===== src/ueoa_pkg.sv =====
// ueoa_pkg: shared types and constants for the ultrasonic echo obstacle avoider.
// No dependencies.
package ueoa_pkg;

	localparam int RANGE_BITS = 11;
	localparam int SPEED_BITS = 16;
	localparam int STAMP_IN_BITS = 16;

	// sensor select codes
	localparam logic [1:0] SENS_FRONT = 2'd0;
	localparam logic [1:0] SENS_LEFT  = 2'd1;
	localparam logic [1:0] SENS_RIGHT = 2'd2;
	localparam int SENSORS = 3;

	// register indexes
	localparam logic [1:0] REG_NEAR   = 2'd0;
	localparam logic [1:0] REG_CLEAR  = 2'd1;
	localparam logic [1:0] REG_CRUISE = 2'd2;
	localparam logic [1:0] REG_TURN   = 2'd3;

	localparam logic [RANGE_BITS-1:0] NEAR_RESET   = 11'd20;
	localparam logic [RANGE_BITS-1:0] CLEAR_RESET  = 11'd25;
	localparam logic [SPEED_BITS-1:0] CRUISE_RESET = 16'd500;
	localparam logic [SPEED_BITS-1:0] TURN_RESET   = 16'd300;

	// width/58 = (width/2)/29; 29 via reciprocal, exact for 16-bit numerators
	localparam int US_PER_CM = 58;
	localparam int DIV_SHIFT = 20;
	localparam logic [15:0] DIV_RECIP = 16'd36158;
	localparam logic [32:0] RANGE_SAT_US = 33'(2048 * US_PER_CM);
	localparam logic [RANGE_BITS-1:0] RANGE_MAX = 11'h7FF;

	typedef enum logic [1:0] {
		MODE_FORWARD = 2'd0,
		MODE_LEFT    = 2'd1,
		MODE_RIGHT   = 2'd2,
		MODE_STOP    = 2'd3
	} mode_t;

	localparam logic [3:0] PINS_FORWARD = 4'h5;
	localparam logic [3:0] PINS_LEFT    = 4'h9;
	localparam logic [3:0] PINS_RIGHT   = 4'h6;
	localparam logic [3:0] PINS_STOP    = 4'h0;

	typedef struct packed {
		mode_t                 mode;
		logic [3:0]            pins;
		logic [SPEED_BITS-1:0] left_speed;
		logic [SPEED_BITS-1:0] right_speed;
	} drive_t;

endpackage


===== src/ueoa_range.sv =====
// ueoa_range: echo pulse width to centimetres, modular stamp difference then /58.
// Depends on ueoa_pkg.
module ueoa_range #(
	parameter int STAMP_BITS = 16
) (
	input  logic [ueoa_pkg::STAMP_IN_BITS-1:0] stamp,
	input  logic [ueoa_pkg::STAMP_IN_BITS-1:0] rise,
	output logic [ueoa_pkg::RANGE_BITS-1:0]    range_cm
);
	import ueoa_pkg::*;

	logic [STAMP_BITS-1:0] fall_t, rise_t, width;
	logic [32:0]           width_x;
	logic [15:0]           half;
	logic [31:0]           prod;

	always_comb begin
		fall_t  = STAMP_BITS'(stamp);
		rise_t  = STAMP_BITS'(rise);
		width   = fall_t - rise_t;
		width_x = 33'(width);
		half    = width_x[16:1];
		prod    = 32'(half) * 32'(DIV_RECIP);
		if (width_x >= RANGE_SAT_US) begin
			range_cm = RANGE_MAX;
		end else begin
			range_cm = prod[DIV_SHIFT+RANGE_BITS-1:DIV_SHIFT];
		end
	end

endmodule


===== src/ueoa_drive.sv =====
// ueoa_drive: drive decision from the three ranges and the limit/speed registers.
// Depends on ueoa_pkg.
module ueoa_drive (
	input  logic [ueoa_pkg::RANGE_BITS-1:0] front,
	input  logic [ueoa_pkg::RANGE_BITS-1:0] left,
	input  logic [ueoa_pkg::RANGE_BITS-1:0] right,
	input  logic [ueoa_pkg::RANGE_BITS-1:0] near_limit,
	input  logic [ueoa_pkg::RANGE_BITS-1:0] clear_limit,
	input  logic [ueoa_pkg::SPEED_BITS-1:0] cruise,
	input  logic [ueoa_pkg::SPEED_BITS-1:0] turn,
	output ueoa_pkg::drive_t                drive
);
	import ueoa_pkg::*;

	always_comb begin
		priority if (front != '0 && front <= near_limit) begin
			if (left > clear_limit || right > clear_limit) begin
				if (left > right) begin
					drive.mode = MODE_LEFT;
					drive.pins = PINS_LEFT;
				end else begin
					drive.mode = MODE_RIGHT;
					drive.pins = PINS_RIGHT;
				end
				drive.left_speed  = turn;
				drive.right_speed = turn;
			end else begin
				drive.mode        = MODE_STOP;
				drive.pins        = PINS_STOP;
				drive.left_speed  = '0;
				drive.right_speed = '0;
			end
		end else begin
			drive.mode        = MODE_FORWARD;
			drive.pins        = PINS_FORWARD;
			drive.left_speed  = cruise;
			drive.right_speed = cruise;
		end
	end

endmodule


===== src/ultrasonic_echo_obstacle_avoider.sv =====
// ultrasonic_echo_obstacle_avoider: three-sensor echo ranging with drive decision.
// Depends on ueoa_pkg, ueoa_range, ueoa_drive.
// Request goes to the input register, then the result register; later while stalled.
// Throughput: one request per unstalled cycle; input register, one pass, result register.
// Reset: sensors wait for a rising edge, ranges zero, registers to defaults.
module ultrasonic_echo_obstacle_avoider #(
	parameter int STAMP_BITS = 16
) (
	input  logic                                clk,
	input  logic                                arst_n,
	// capture events
	input  logic                                ev_valid,
	output logic                                ev_stall,
	input  logic [1:0]                          sensor_sel,
	input  logic [ueoa_pkg::STAMP_IN_BITS-1:0]  stamp,
	// results
	output logic                                res_valid,
	input  logic                                res_stall,
	output logic                                measure_done,
	output logic [ueoa_pkg::RANGE_BITS-1:0]     measured_cm,
	output logic [1:0]                          drive_mode,
	output logic [3:0]                          bridge_pins,
	output logic [ueoa_pkg::SPEED_BITS-1:0]     left_speed,
	output logic [ueoa_pkg::SPEED_BITS-1:0]     right_speed,
	// APB
	input  logic                                psel,
	input  logic                                penable,
	input  logic                                pwrite,
	input  logic [3:0]                          paddr,
	input  logic [31:0]                         pwdata,
	output logic [31:0]                         prdata,
	output logic                                pready
);
	import ueoa_pkg::*;

	logic [RANGE_BITS-1:0] near_q, clear_q;
	logic [SPEED_BITS-1:0] cruise_q, turn_q;

	logic                     valid_s1;
	logic [1:0]               sel_s1;
	logic [STAMP_IN_BITS-1:0] stamp_s1;

	logic                     awaiting_q [SENSORS];
	logic [STAMP_IN_BITS-1:0] rise_q     [SENSORS];
	logic [RANGE_BITS-1:0]    range_q    [SENSORS];
	logic [RANGE_BITS-1:0]    range_n    [SENSORS];

	logic                     adv, fire, sel_ok, done_n;
	logic [1:0]               sidx;
	logic [STAMP_IN_BITS-1:0] rise_sel;
	logic [RANGE_BITS-1:0]    new_cm, meas_n;
	drive_t                   drive;

	// config port
	assign pready = 1'b1;

	always_ff @(posedge clk or negedge arst_n) begin
		if (!arst_n) begin
			near_q   <= NEAR_RESET;
			clear_q  <= CLEAR_RESET;
			cruise_q <= CRUISE_RESET;
			turn_q   <= TURN_RESET;
		end else if (psel && penable && pwrite && pready) begin
			unique case (paddr[3:2])
				REG_NEAR:   near_q   <= pwdata[RANGE_BITS-1:0];
				REG_CLEAR:  clear_q  <= pwdata[RANGE_BITS-1:0];
				REG_CRUISE: cruise_q <= pwdata[SPEED_BITS-1:0];
				REG_TURN:   turn_q   <= pwdata[SPEED_BITS-1:0];
			endcase
		end
	end

	always_comb begin
		unique case (paddr[3:2])
			REG_NEAR:   prdata = 32'(near_q);
			REG_CLEAR:  prdata = 32'(clear_q);
			REG_CRUISE: prdata = 32'(cruise_q);
			REG_TURN:   prdata = 32'(turn_q);
		endcase
	end

	// handshake
	assign adv      = !res_valid || !res_stall;
	assign fire     = valid_s1 && adv;
	assign ev_stall = valid_s1 && !adv;

	always_ff @(posedge clk or negedge arst_n) begin
		if (!arst_n) begin
			valid_s1 <= 1'b0;
		end else if (!ev_stall) begin
			valid_s1 <= ev_valid;
		end
	end

	always_ff @(posedge clk) begin
		if (ev_valid && !ev_stall) begin
			sel_s1   <= sensor_sel;
			stamp_s1 <= stamp;
		end
	end

	// per-event processing
	assign sel_ok   = sel_s1 != 2'd3;
	assign sidx     = sel_ok ? sel_s1 : SENS_FRONT;
	assign rise_sel = rise_q[sidx];

	ueoa_range #(
		.STAMP_BITS(STAMP_BITS)
	) u_range (
		.stamp   (stamp_s1),
		.rise    (rise_sel),
		.range_cm(new_cm)
	);

	always_comb begin
		for (int i = 0; i < SENSORS; i++) begin
			range_n[i] = (sel_ok && sel_s1 == 2'(i) && awaiting_q[i]) ? new_cm : range_q[i];
		end
		done_n = sel_ok && awaiting_q[sidx];
		meas_n = sel_ok ? range_n[sidx] : '0;
	end

	ueoa_drive u_drive (
		.front      (range_n[SENS_FRONT]),
		.left       (range_n[SENS_LEFT]),
		.right      (range_n[SENS_RIGHT]),
		.near_limit (near_q),
		.clear_limit(clear_q),
		.cruise     (cruise_q),
		.turn       (turn_q),
		.drive      (drive)
	);

	always_ff @(posedge clk or negedge arst_n) begin
		if (!arst_n) begin
			for (int i = 0; i < SENSORS; i++) begin
				awaiting_q[i] <= 1'b0;
				rise_q[i]     <= '0;
				range_q[i]    <= '0;
			end
		end else if (fire && sel_ok) begin
			awaiting_q[sidx] <= !awaiting_q[sidx];
			range_q[sidx]    <= range_n[sidx];
			if (!awaiting_q[sidx]) begin
				rise_q[sidx] <= stamp_s1;
			end
		end
	end

	// result register
	always_ff @(posedge clk or negedge arst_n) begin
		if (!arst_n) begin
			res_valid <= 1'b0;
		end else if (adv) begin
			res_valid <= valid_s1;
		end
	end

	always_ff @(posedge clk) begin
		if (fire) begin
			measure_done <= done_n;
			measured_cm  <= meas_n;
			drive_mode   <= drive.mode;
			bridge_pins  <= drive.pins;
			left_speed   <= drive.left_speed;
			right_speed  <= drive.right_speed;
		end
	end

	a_stall_needs_item: assert property (@(posedge clk) disable iff (!arst_n)
		ev_stall |-> valid_s1 && res_valid && res_stall)
		else $error("event stalled with no pending item");

	a_front_toggles: assert property (@(posedge clk) disable iff (!arst_n)
		fire && sel_s1 == SENS_FRONT |=> awaiting_q[0] != $past(awaiting_q[0]))
		else $error("front edge phase did not toggle");

	a_stop_idle: assert property (@(posedge clk) disable iff (!arst_n)
		res_valid && drive_mode == MODE_STOP |-> left_speed == '0 && right_speed == '0
			&& bridge_pins == PINS_STOP)
		else $error("stop with motors driven");

	a_done_on_fall: assert property (@(posedge clk) disable iff (!arst_n)
		fire && sel_s1 == SENS_LEFT && !awaiting_q[1] |=> !measure_done)
		else $error("measurement flagged on a rising edge");

endmodule


===== config.mk =====
export PLATFORM = sky130hd
export DESIGN_NAME = ultrasonic_echo_obstacle_avoider
export DESIGN_NICKNAME = d
export VERILOG_FILES = /design/src/ueoa_pkg.sv /design/src/ueoa_range.sv /design/src/ueoa_drive.sv /design/src/ultrasonic_echo_obstacle_avoider.sv
export SDC_FILE = /design/constraint.sdc
export NUM_CORES = 1
export LEC_CHECK = 0
export BUFFER_PORTS_ARGS = -buffer_cell sky130_fd_sc_hd__buf_2
export CAP_MARGIN = 10
export CORE_ASPECT_RATIO = 2
export CORE_MARGIN = 2
export CORE_UTILIZATION = 55
export CTS_BUF_LIST = sky130_fd_sc_hd__clkbuf_4 sky130_fd_sc_hd__clkbuf_8
export DETAILED_ROUTE_END_ITERATION = 8
export PLACE_DENSITY_LB_ADDON = 0.05
export SLEW_MARGIN = 10
export SYNTH_ARGS = -nofsm -noshare
export SYNTH_HDL_FRONTEND = slang
export SYNTH_SLANG_ARGS = --single-unit

===== constraint.sdc =====
create_clock -name clk -period 24.4 [get_ports clk]
set_input_delay 3.66 -clock clk [delete_from_list [all_inputs] [get_ports clk]]
set_output_delay 3.66 -clock clk [all_outputs]
set_load 0.01 [all_outputs]

==> results.cfg <==
[clocking]
cts_buffers = 17
cts_resized = 0
cts_max_level = 4
cts.sinks = 192
clk_path_buf_depth = 2
cts_tree = done
path_clk_slew_ns = 0.12
ctsHoldBuffers = 0
root_buffer = clkbuf_8
post-cts-setup-buffer-count = 0
clock_latency_ns = 0.50

[timing]
setup_violations = 0
worst_pin_slew_ns = 0.999
final_max_slew_viol_count = 0
fin_skew_ns = 0.0202
fin_crit_ns = 12.44
rsz0062_at_grt = false
tns_ns = 0
timing.fmax_mhz = 80.4
finalWorstSetupSlack_ns = 11.96
slew_headroom_pct = 32.9
hold_viol = 0
period_share_pct = 51.0

[setup_path]
ff2ff_path_depth = 43
arrival_ns = 12.71
critPathCaptureType = register
crit_slowest_cell = fa_1
crit_fanout = 35
worstSetupPathType = reg2reg
cp_num_buf_inv = 8
crit_path_start_kind = register
worst-path-stages = 43
critical_path_required_ns = 24.67
crit_family = adder cells
cpPeakStageDelay_ns = 0.66

[synthesis]
synthMuxAreaShare_pct = 10.6
synth-edff-count = 52
synthFlopType = dfrtp_1
synthAdderAreaFrac_pct = 24.5
postSynthAreaPerCell_um2 = 10.2
synth-compound-area-share_pct = 12.1
async_flop_share_pct = 72.9
synthXorXnorAreaFrac_pct = 1.90
synth.distinct_cells = 76
synth_seq_cells = 192
synthSimpleGateAreaFrac_pct = 9.17
synth_cells = 1493
synth-seq-area-share_pct = 33.3
mappedNetlistArea_mm2 = 0.0152
synth_top_family_by_area = adder cells
yosys_warnings = 0

[detailed_routing]
vias = 11200
drt_iter0_markers = 632
ant_nets = 0
wl_per_cell_um = 21.8
drt_wl_total_um = 42200
first_pass_iters = 5
drc = 0
post_drt_via_cell_ratio = 5.81

[floorplanning]
die_h_um = 239
die_x_um = 122
rows = 86
initial_core_util_pct = 55.6
dieArea_mm2 = 0.0292
ioPinCount = 146
core_area_mm2 = 0.0274

[place]
place_hpwl_um = 34400
place_ws_ns = 12.19
placed_area_mm2 = 0.0160
gp_congestion = 0.952
port_buffers = 110

[hold_path]
hp-class = reg2reg
hold_depth = 2

[layout]
final_common_cell = inv_1
layout_common_cells = inv_1, ha_1, dfrtp_1
fin_nets = 1884
drive_above_1_share_pct = 18.6
final_cell_area_mm2 = 0.0164
area_delta_synth_final_pct = 7.56

[global_route]
overflow = 0
grt_pass1_vias = 12000
grt_util_met3_pct = 3.98
antenna_found_initial = 2
busiest_layer = met2
grt_max_degree = 88
grt_pass1_wl_um = 65400
met2_usage_pct = 58.5
use_met1_pct = 28.4
track_usage_pct = 30.4

[outcome]
outcome = finished, final reports clean

[job]
max_cap_violations = 0
[final cells by class]
| cell class | count | area [µm²] |
|---|---|---|
| clock inverter | 14 | 161 |
| antenna | 1 | 2.50 |
| fill | 2502 | 11000 |
| tap | 352 | 440 |
| timing repair buffer | 127 | 684 |
| clock buffer | 18 | 241 |
| inverter | 217 | 815 |
| sequential | 192 | 5080 |
| multi-input combinational | 1015 | 8970 |
[registers in the layout (all words and copies together) (netlist names), 2 cells and up]
signal,flops
near_q,11
bridge_pins,4
sel_s1,2
range_q,33
awaiting_q,3
drive_mode,2
stamp_s1,16
turn_q,16
left_speed,16
measured_cm,11
cruise_q,16
clear_q,11
rise_q,48
[stage by stage]
stage / std cells / utilization [%] / hold slack [ns]
after floorplan: 1508 / - / 0.442
after global placement: 1903 / 58.3 / 0.459
after detailed placement: 1903 / 58.3 / 0.467
after CTS: 1935 / 59.7 / 0.490
after global routing: 1936 / 59.8 / 0.519
final: 1936 / 59.8 / 0.491
[worst paths after layout]
kind	from	endpoint	slack, ns
max in group asynchronous	arst_n	range_q[14]	19.88
hold reg to reg	range_q[0]	range_q[0]	0.49
setup reg to reg	sel_s1[1]	drive_mode[1]	11.96
min in group asynchronous	arst_n	clear_q[6]	3.21
setup / recovery	sel_s1[1]	drive_mode[1]	11.96
hold / removal	range_q[0]	range_q[0]	0.49
[logic make-up (layout without fill, tap and decap cells)]
| kind of cell | after synthesis | count (layout) |
|---|---|---|
| DFF | 192 | 192 |
| xor gates and xnor gates | 33 | 33 |
| AOI/OAI and AO/OA | 285 | 285 |
| adders and majority gates | 253 | 253 |
| buffers and inverters | 301 | 376 |
| muxes | 137 | 137 |
| and+or+nand+nor | 290 | 290 |
| other | 2 | 18 |
[routing by layer]
metal	part of all wire, %	vias to the layer above	wire (µm)
met5	0.017	-	7
met4	8.5	2	3590
met3	2.8	162	1200
met2	56	315	23700
met1	32	5499	13700
li1	-	5269	-
[worst min-delay path, cell delays in order, from the launching register on]
cell and delay [ns]:
dfrtp_1 0.35, nand2_1 0.05, o31ai_1 0.06
[synth_stat cells, drive strengths merged (3+ instances only)]
library cell,number,area [µm²]
inv,216,811
ha,177,2210
dfrtp,125,3130
nand2,102,383
mux2,83,935
o21ai,83,419
fa,76,1520
a21oi,70,362
nor2,60,225
edfxtp,52,1560
clkbuf,45,169
mux2i,43,430
buf,39,285
xnor2,23,201
nand3,20,100
nor2b,20,125
nor3,20,105
a21o,17,128
o21a,16,120
o31ai,16,120
dfstp,15,394
nand4,15,93.8
and2,12,75.1
mux4,11,248
a211oi,10,75.1
xor2,10,87.6
o211ai,9,72.6
and3,8,50.1
o21bai,8,60.1
a22o,7,62.6
or4,6,48.8
a31oi,5,31.3
nor4,5,37.5
or2,5,31.3
or3,5,31.3
a2111oi,4,41.3
a21boi,4,33.8
nand2b,4,25.0
o2111ai,4,35.0
o32ai,4,35.0
a211o,3,26.3
a22oi,3,22.5
a311oi,3,26.3
and4,3,26.3
o31a,3,27.5
Power is left out: the tool's default activity adds up to more than one toggle a clock period on the data nets, which glitch-free logic cannot reach.
